[src/rtl/lfla_pkg.sv]
// Package for the lowest free link allocator: word types, the control bundle
// shared by the link cells and the link count constants. No dependencies.
package lfla_pkg;

    localparam int LINKS      = 64;
    localparam int TIME_W     = 31;
    localparam int LINK_NUM_W = 6;
    localparam int LINK_IDX_W = (LINKS > 1) ? $clog2(LINKS) : 1;

    typedef struct packed {
        logic [TIME_W-1:0] start_time;
        logic [TIME_W-1:0] end_time;
    } in_word_t;

    typedef struct packed {
        logic [LINK_NUM_W-1:0] link_number;
        logic                  granted;
    } out_word_t;

    // Broadcast from the sequencer to every cell of the row.
    typedef struct packed {
        logic              release_en;
        logic              grant_en;
        logic [TIME_W-1:0] start_time;
        logic [TIME_W-1:0] end_time;
    } cell_ctrl_t;

    typedef enum logic {
        ST_IDLE,
        ST_GRANT
    } lfla_state_t;

    // Keeps the low bits of a link index, zero-extending narrow indexes.
    function automatic logic [LINK_NUM_W-1:0] to_link_number(
        input logic [LINK_IDX_W-1:0] idx
    );
        logic [LINK_IDX_W+LINK_NUM_W-1:0] wide;
        wide = (LINK_IDX_W + LINK_NUM_W)'(idx);
        return wide[LINK_NUM_W-1:0];
    endfunction

endpackage

[src/rtl/lowest_free_link_allocator.sv]
// Lowest free link allocator. A new word is taken only after the last one has
// been granted: links are released at the accepting edge, and the grant, made
// in the grant state once the output register is free, loads the result word.
// A result held by m_ready low stalls the grant and the input; the claim chain
// through the row of cells picks the granted link. Reset frees every link;
// stored release times are left as they are and are only read for busy links.
module lowest_free_link_allocator import lfla_pkg::*; (
    input  logic      aclk,
    input  logic      aresetn,
    input  logic      s_valid,
    output logic      s_ready,
    input  in_word_t  s_data,
    output logic      m_valid,
    input  logic      m_ready,
    output out_word_t m_data
);

    lfla_state_t           state_reg;
    lfla_state_t           state_next;
    logic [TIME_W-1:0]     end_time_reg;
    logic                  m_valid_reg;
    logic                  m_valid_next;
    out_word_t             m_data_reg;
    cell_ctrl_t            ctrl;
    logic                  any_free;
    logic [LINK_IDX_W-1:0] pick_idx;
    logic                  out_free;
    logic                  accept;
    logic                  load_out;

    assign out_free = !m_valid_reg || m_ready;
    assign accept   = s_valid && s_ready;

    always_comb begin
        state_next       = state_reg;
        s_ready          = 1'b0;
        load_out         = 1'b0;
        ctrl.release_en  = 1'b0;
        ctrl.grant_en    = 1'b0;
        ctrl.start_time  = s_data.start_time;
        ctrl.end_time    = end_time_reg;
        case (state_reg)
            ST_IDLE: begin
                s_ready         = 1'b1;
                ctrl.release_en = s_valid;
                if (s_valid) begin
                    state_next = ST_GRANT;
                end
            end
            ST_GRANT: begin
                // Hold the grant until the output register can take the word.
                if (out_free) begin
                    ctrl.grant_en = 1'b1;
                    load_out      = 1'b1;
                    state_next    = ST_IDLE;
                end
            end
            default: begin
                state_next = ST_IDLE;
            end
        endcase
    end

    always_comb begin
        m_valid_next = m_valid_reg;
        if (load_out) begin
            m_valid_next = 1'b1;
        end else if (m_ready) begin
            m_valid_next = 1'b0;
        end
    end

    always_ff @(posedge aclk) begin
        if (!aresetn) begin
            state_reg   <= ST_IDLE;
            m_valid_reg <= 1'b0;
        end else begin
            state_reg   <= state_next;
            m_valid_reg <= m_valid_next;
        end
    end

    always_ff @(posedge aclk) begin
        if (accept) begin
            end_time_reg <= s_data.end_time;
        end
        if (load_out) begin
            m_data_reg.granted     <= any_free;
            m_data_reg.link_number <= any_free ? to_link_number(pick_idx) : '0;
        end
    end

    lfla_row u_row (
        .aclk     (aclk),
        .aresetn  (aresetn),
        .ctrl     (ctrl),
        .any_free (any_free),
        .pick_idx (pick_idx)
    );

    assign m_valid = m_valid_reg;
    assign m_data  = m_data_reg;

endmodule

[src/rtl/lfla_cell.sv]
// One link cell: busy flag and release time for a single link.
// Depends on lfla_pkg for the control bundle and widths.
module lfla_cell import lfla_pkg::*; (
    input  logic       aclk,
    input  logic       aresetn,
    input  cell_ctrl_t ctrl,
    input  logic       taken_in,
    output logic       taken_out,
    output logic       pick
);

    logic              busy_reg;
    logic              busy_next;
    logic [TIME_W-1:0] release_time_reg;

    // A free cell claims the request unless a lower cell has already done so.
    assign pick      = !busy_reg && !taken_in;
    assign taken_out = taken_in || !busy_reg;

    always_comb begin
        busy_next = busy_reg;
        if (ctrl.release_en && busy_reg && (release_time_reg <= ctrl.start_time)) begin
            busy_next = 1'b0;
        end
        if (ctrl.grant_en && pick) begin
            busy_next = 1'b1;
        end
    end

    always_ff @(posedge aclk) begin
        if (!aresetn) begin
            busy_reg <= 1'b0;
        end else begin
            busy_reg <= busy_next;
        end
    end

    always_ff @(posedge aclk) begin
        if (ctrl.grant_en && pick) begin
            release_time_reg <= ctrl.end_time;
        end
    end

endmodule

[src/rtl/lfla_row.sv]
// Row of link cells joined by the claim chain, with the index encoder.
// Depends on lfla_pkg and lfla_cell.
module lfla_row import lfla_pkg::*; (
    input  logic                  aclk,
    input  logic                  aresetn,
    input  cell_ctrl_t            ctrl,
    output logic                  any_free,
    output logic [LINK_IDX_W-1:0] pick_idx
);

    logic [LINKS:0]   taken;
    logic [LINKS-1:0] pick;

    assign taken[0] = 1'b0;

    for (genvar i = 0; i < LINKS; i++) begin : g_cell
        lfla_cell u_cell (
            .aclk      (aclk),
            .aresetn   (aresetn),
            .ctrl      (ctrl),
            .taken_in  (taken[i]),
            .taken_out (taken[i+1]),
            .pick      (pick[i])
        );
    end

    assign any_free = taken[LINKS];

    // At most one cell picks, so the index bits can simply be ORed together.
    always_comb begin
        pick_idx = '0;
        for (int i = 0; i < LINKS; i++) begin
            if (pick[i]) begin
                pick_idx = pick_idx | LINK_IDX_W'(i);
            end
        end
    end

endmodule
[config.mk]
export PLATFORM = sky130hd
export DESIGN_NAME = lowest_free_link_allocator
export DESIGN_NICKNAME = d
export VERILOG_FILES = /design/src/rtl/lfla_pkg.sv /design/src/rtl/lowest_free_link_allocator.sv /design/src/rtl/lfla_cell.sv /design/src/rtl/lfla_row.sv
export SDC_FILE = /design/constraint.sdc
export NUM_CORES = 2
export LEC_CHECK = 0
export ABC_AREA = 1
export CORE_AREA = 4 4 525 527
export CTS_CLUSTER_DIAMETER = 50
export DETAILED_ROUTE_END_ITERATION = 8
export DIE_AREA = 0 0 529 531
export DONT_BUFFER_PORTS = 1
export MAX_ROUTING_LAYER = met4
export PLACE_DENSITY_LB_ADDON = 0.2
export SETUP_SLACK_MARGIN = 0.05
export SYNTH_ARGS = -nofsm -noshare
export SYNTH_HDL_FRONTEND = slang
export SYNTH_SLANG_ARGS = --single-unit
[constraint.sdc]
create_clock -name aclk -period 8.5 [get_ports aclk]
set_clock_uncertainty 0.15 [all_clocks]
set_input_delay 1.7 -clock aclk [delete_from_list [all_inputs] [get_ports aclk]]
set_output_delay 1.7 -clock aclk [all_outputs]
set_load 0.005 [all_outputs]
# ---- After elaboration in Yosys (flattened, before gate mapping)
# Index checks and enable logic that the tools add are counted.
dict set report totals {
  reg_bits 2088
  elab_cells 914
}
dict set report classes {
  magnitude_cmp 64
  mux 204
  bitwise_logic 1
  reduce_logical 512
}
# op n
set ops {}
lappend ops {{$le A31 B31 Y1} 64}
lappend ops {{$logic_and A1 B1 Y1} 256}
lappend ops {{$mux W6} 32}
lappend ops {{$mux W1} 141}
lappend ops {{$reduce_bool A2 Y1} 65}
lappend ops {{$logic_not A1 Y1} 127}
lappend ops {{$mux W5} 16}
lappend ops {{$logic_or A1 B1 Y1} 64}
lappend ops {{$mux W4} 8}
lappend ops {{$mux W3} 4}
lappend ops {{$mux W2} 2}
lappend ops {{$pmux W1 S2} 1}
lappend ops {{$not A1 Y1} 1}

# ---- Logic depth before layout (Yosys ltp)
dict set report depth {
  depth_word 67
  depth_mapped 34
  mapped_depth_nobuf 34
}

# ---- Modules after synthesis
# From an unflattened synthesis, not the netlist that was laid out.
dict set report unflattened {
  cells_unflattened 12657
  hier_area_um2 122578.8
}
# mod n_inst cells_per_inst area_per_inst_um2 seq_area_each_um2
set modules_own_cells {}
lappend modules_own_cells {lfla_cell 64 194 1884.3 950.9}
lappend modules_own_cells {lowest_free_link_allocator 1 61 1270.0 1181.1}
lappend modules_own_cells {lfla_row 1 180 713.2 0.0}

# ---- Worst setup path after synthesis
# OpenSTA, ideal clock, no wires.
dict set report synth_timing {
  kind {register -> register}
  start {register u_row.g_cell[0].u_cell.busy_reg}
  end {register u_row.g_cell[62].u_cell.release_time_reg[0] (enable)}
  setup_ns 0.458
  t_arrival_ns 6.283
  required_ns 7.892
  path_slack_ns 1.609
  stages_incl_launch_ff 33
  n_path_buf 0
  path_cell_list {dfxtp_1 nand4_2 nor2_2 nand4_2 nor2_4 nand4_4 nor2_4 nand4_4 nor2_4 nand4_4 nor2_4 nand4_4 nor2_4 nand4_4 nor2_4 nand4_4 nor2_4 nand4_4 nor2_4 nand4_4 nor2_4 nand4_4 nor2_4 nand4_4 nor2_4 nand4_4 nor2_4 nand4_4 nor2_4 nand4_4 nor2_4 nand2_4 nor3_1}
}
dict set report synth_between {
  elab_chain_cells 65
}
# element line_no
set synth_rtl {}
lappend synth_rtl {{from (decl)} lfla_cell.sv:12} ;# logic busy_reg;
lappend synth_rtl {{from (signal assigned)} lfla_cell.sv:34} ;# busy_reg <= busy_next;
lappend synth_rtl {{$logic_not A1 Y1} lfla_cell.sv:18} ;# assign taken_out = taken_in || !busy_reg;
lappend synth_rtl {{$logic_or A1 B1 Y1 (61 in series)} lfla_cell.sv:18}
lappend synth_rtl {{$logic_not A1 Y1} lfla_cell.sv:17} ;# assign pick = !busy_reg && !taken_in;
lappend synth_rtl {{$logic_and A1 B1 Y1} lfla_cell.sv:17}
lappend synth_rtl {{$logic_and A1 B1 Y1} lfla_cell.sv:39} ;# if (ctrl.grant_en && pick) begin
lappend synth_rtl {{to (signal assigned)} lfla_cell.sv:40} ;# release_time_reg <= ctrl.end_time;
lappend synth_rtl {{to (decl)} lfla_cell.sv:14} ;# logic [TIME_W-1:0] release_time_reg;
# Every way passes these cells.
# A chain may end at the register's enable or synchronous reset.

# ---- Worst setup path after layout
dict set report layout_timing {
  start {register u_row.g_cell[0].u_cell.busy_reg}
  end {register u_row.g_cell[63].u_cell.release_time_reg[18] (enable)}
}
dict set report layout_between {
  elab_chain_cells 66
}
# element line_no
set layout_rtl {}
lappend layout_rtl {{$logic_not A1 Y1} lfla_cell.sv:18}
lappend layout_rtl {{$logic_or A1 B1 Y1 (62 in series)} lfla_cell.sv:18}
lappend layout_rtl {{$logic_not A1 Y1} lfla_cell.sv:17}
lappend layout_rtl {{$logic_and A1 B1 Y1} lfla_cell.sv:17}
lappend layout_rtl {{$logic_and A1 B1 Y1} lfla_cell.sv:39}
lappend layout_rtl {{to (signal assigned)} lfla_cell.sv:40}
lappend layout_rtl {{to (decl)} lfla_cell.sv:14}
# Every way passes these cells.

==> flow_metrics.tcl <==
set metrics [dict create \
    postCtsSetupBuffers 0 \
    die_area_um2 281000 \
    drc_errors 0 \
    ios 75 \
    dpl.hpwl_um 198000 \
    peakVddDrop_mv 0.222 \
    power_mw 23.5 \
    layout_common_cells "edfxtp_1 (2,022), ha_1 (1,984), nand2_1 (1,017)" \
    rsz0062_at_grt "no" \
    design_area_um2 122000 \
    maxCapViolations 0 \
    drt-pass1-iter-count 5 \
    post-route-period-util 0.810 \
    die_h_um 531 \
    slowest_delay_ns 0.99 \
    synth_edf_count 2022 \
    layout-drive-gt1-share 0.0723 \
    start_kind "flop" \
    ctsHoldBuffers 0 \
    antenna_left 0 \
    outcome "completed" \
    cts_root_buf "clkbuf_16" \
    cts_buffers 246 \
    start_util 0.399 \
    finalWeightedCongestion 0.889 \
    fin_setup_tns_ns 0 \
    worstMarginPinSlew_ns 1.31 \
    nNetsFinal 10800 \
    grt_antenna_before_repair 48 \
    synthDistinctLibCells 47 \
    synth_area_per_cell_um2 12.9 \
    grt.overflow.total 0 \
    routedWlPerCell_um 27.9 \
    ys.flop_type "edfxtp_1" \
    syn2layout_area_growth_pct 13.0 \
    wirelength_um 351000 \
    slew-limit-headroom 0.125 \
    place_area_um2 114000 \
    cp_max_fo 31 \
    fin_util 0.451 \
    hold_viol 0 \
    htreeDepth 4 \
    synthesis.nets 10400 \
    p_leak_nw 47.8 \
    slowest_stage "inv_1" \
    grt_max_degree 66 \
    layout_commonest_cell "edfxtp_1" \
    setup_viol 0 \
    cts_resized 0 \
    power-per-cell-area_nw_per_um2 193 \
    place_inst 12100 \
    crit_top_cell "nor2_4" \
    cp.required_ns 8.82 \
    rows 191 \
    async_reset_ff_frac 0 \
    cts_sinks 2088 \
    rrSetupSlack_ns 1.61 \
    cts.clk_slew.worst_paths_ns 0.06 \
    min_period_ns 6.89 \
    hold_ws_ns 0.340 \
    ys_warn_count 0 \
    synth-seq-area-share 0.575 \
    cts_buffer_depth 4 \
    path_class "reg2reg" \
    hold_class "reg2reg" \
    die_x_um 529 \
    syn_area_um2 108000 \
    largest_register_ffs 1984 \
    io_buffers 0 \
    grtUsageTotal 0.253 \
    vias_per_cell 5.75 \
    vias 72200 \
    cts_tree "built" \
    critPathArrivalTime_ns 7.21 \
    crit_path_end_kind "flop" \
    initialDrtViolationCount 6944 \
    place_ws_ns 1.75 \
    timing.final.ws_setup_ns 1.61 \
    clock_latency_ns 0.92 \
    instances_no_fill 12600 \
    grt_pass1_wl_um 497000 \
    synthCells 8365 \
    max_freq_mhz 145 \
    first_global_vias 70900 \
    slew_violations 0 \
    ys_seq_elements 2088 \
    core_um2 271000 \
]
==> worst max-delay path, delay by kind of cell, from the launching register on <==
kind,cells,cell delay [ns]
and+or+nand+nor,31,4.82
DFF,1,0.42
buffers and inverters,1,0.99
==> report_power, final <==
group | leakage [nW] | internal [mW] | switching, mW
clock network | 3.75 | 5.84 | 4.37
registers | 18.7 | 11.3 | 0.0139
logic | 25.3 | 0.502 | 1.45
total | 47.8 | 17.7 | 5.83
==> Yosys cell counts (2+ instances only) <==
cell       instances  area (um^2)
nor4_1            45          282
o21a_1            49          368
a31oi_1           25          156
o221a_2            2         22.5
o21ai_0          343         1720
o32ai_1            2         17.5
a2111oi_0         19          166
nor3_1            85          425
o41ai_1           29          254
inv_1            492         1850
nor2_1           479         1800
edfxtp_1        2022        60700
o21bai_1          19          143
o211a_1            2         20.0
nand2_1         1018         3820
nand4_2            2         25.0
or4_1             18          135
nor4b_1            2         17.5
a211oi_1          70          526
nor2_4            14          158
a311oi_1           2         17.5
a21oi_1          902         4510
o2111ai_1         21          184
ha_1            1984        24800
nand3_1          207         1040
dfxtp_1           66         1320
o31ai_1           27          203
nand4_4           13          277
clkbuf_1          17         63.8
nor3b_1           24          180
nand4_1          141          882
o211ai_1          86          646
a221oi_1           3         26.3
a21boi_0          21          158
a21o_1            26          195
o221ai_1          38          333
a41oi_1            4         35.0
nand3b_1          37          278
==> per-layer routing <==
metal | vias to the layer above | part of all wire | track usage
li1 | 32900 | - | -
met1 | 36000 | 0.41 | 0.324
met2 | 2666 | 0.48 | 0.425
met3 | 642 | 0.068 | 0.0256
met4 | 0 | 0.036 | 0.0818
met5 | - | 0 | -
==> final timing paths <==
check	cells past startpoint	end	from
max	32	u_row.g_cell[63].u_cell.release_time_reg[18]	u_row.g_cell[0].u_cell.busy_reg
min	2	u_row.g_cell[8].u_cell.busy_reg	u_row.g_cell[8].u_cell.busy_reg
max reg2reg	32	u_row.g_cell[63].u_cell.release_time_reg[18]	u_row.g_cell[0].u_cell.busy_reg
min reg2reg	2	u_row.g_cell[8].u_cell.busy_reg	u_row.g_cell[8].u_cell.busy_reg
==> cells by family (layout without fill, tap and decap cells) <==
kind of cell,Yosys count,in the layout,synth area share
other,0,13,0
buffers and inverters,511,1126,0.0178
AOI/OAI and AO/OA,1692,1692,0.0901
DFF,2088,2088,0.575
and+or+nand+nor,2090,2090,0.0868
adders and majority gates,1984,1984,0.230
==> layout make-up <==
type	count	area, um^2
Tap cell	3570	4470
Multi-Input combinational cell	5766	44100
Sequential cell	2088	62000
Timing Repair Buffer	181	1520
Clock buffer	311	6510
Fill cell	24400	149000
Antenna cell	13	32.5
Inverter	493	2000
Clock inverter	141	1190
No activity file was read; power rests on OpenSTA's default activity.
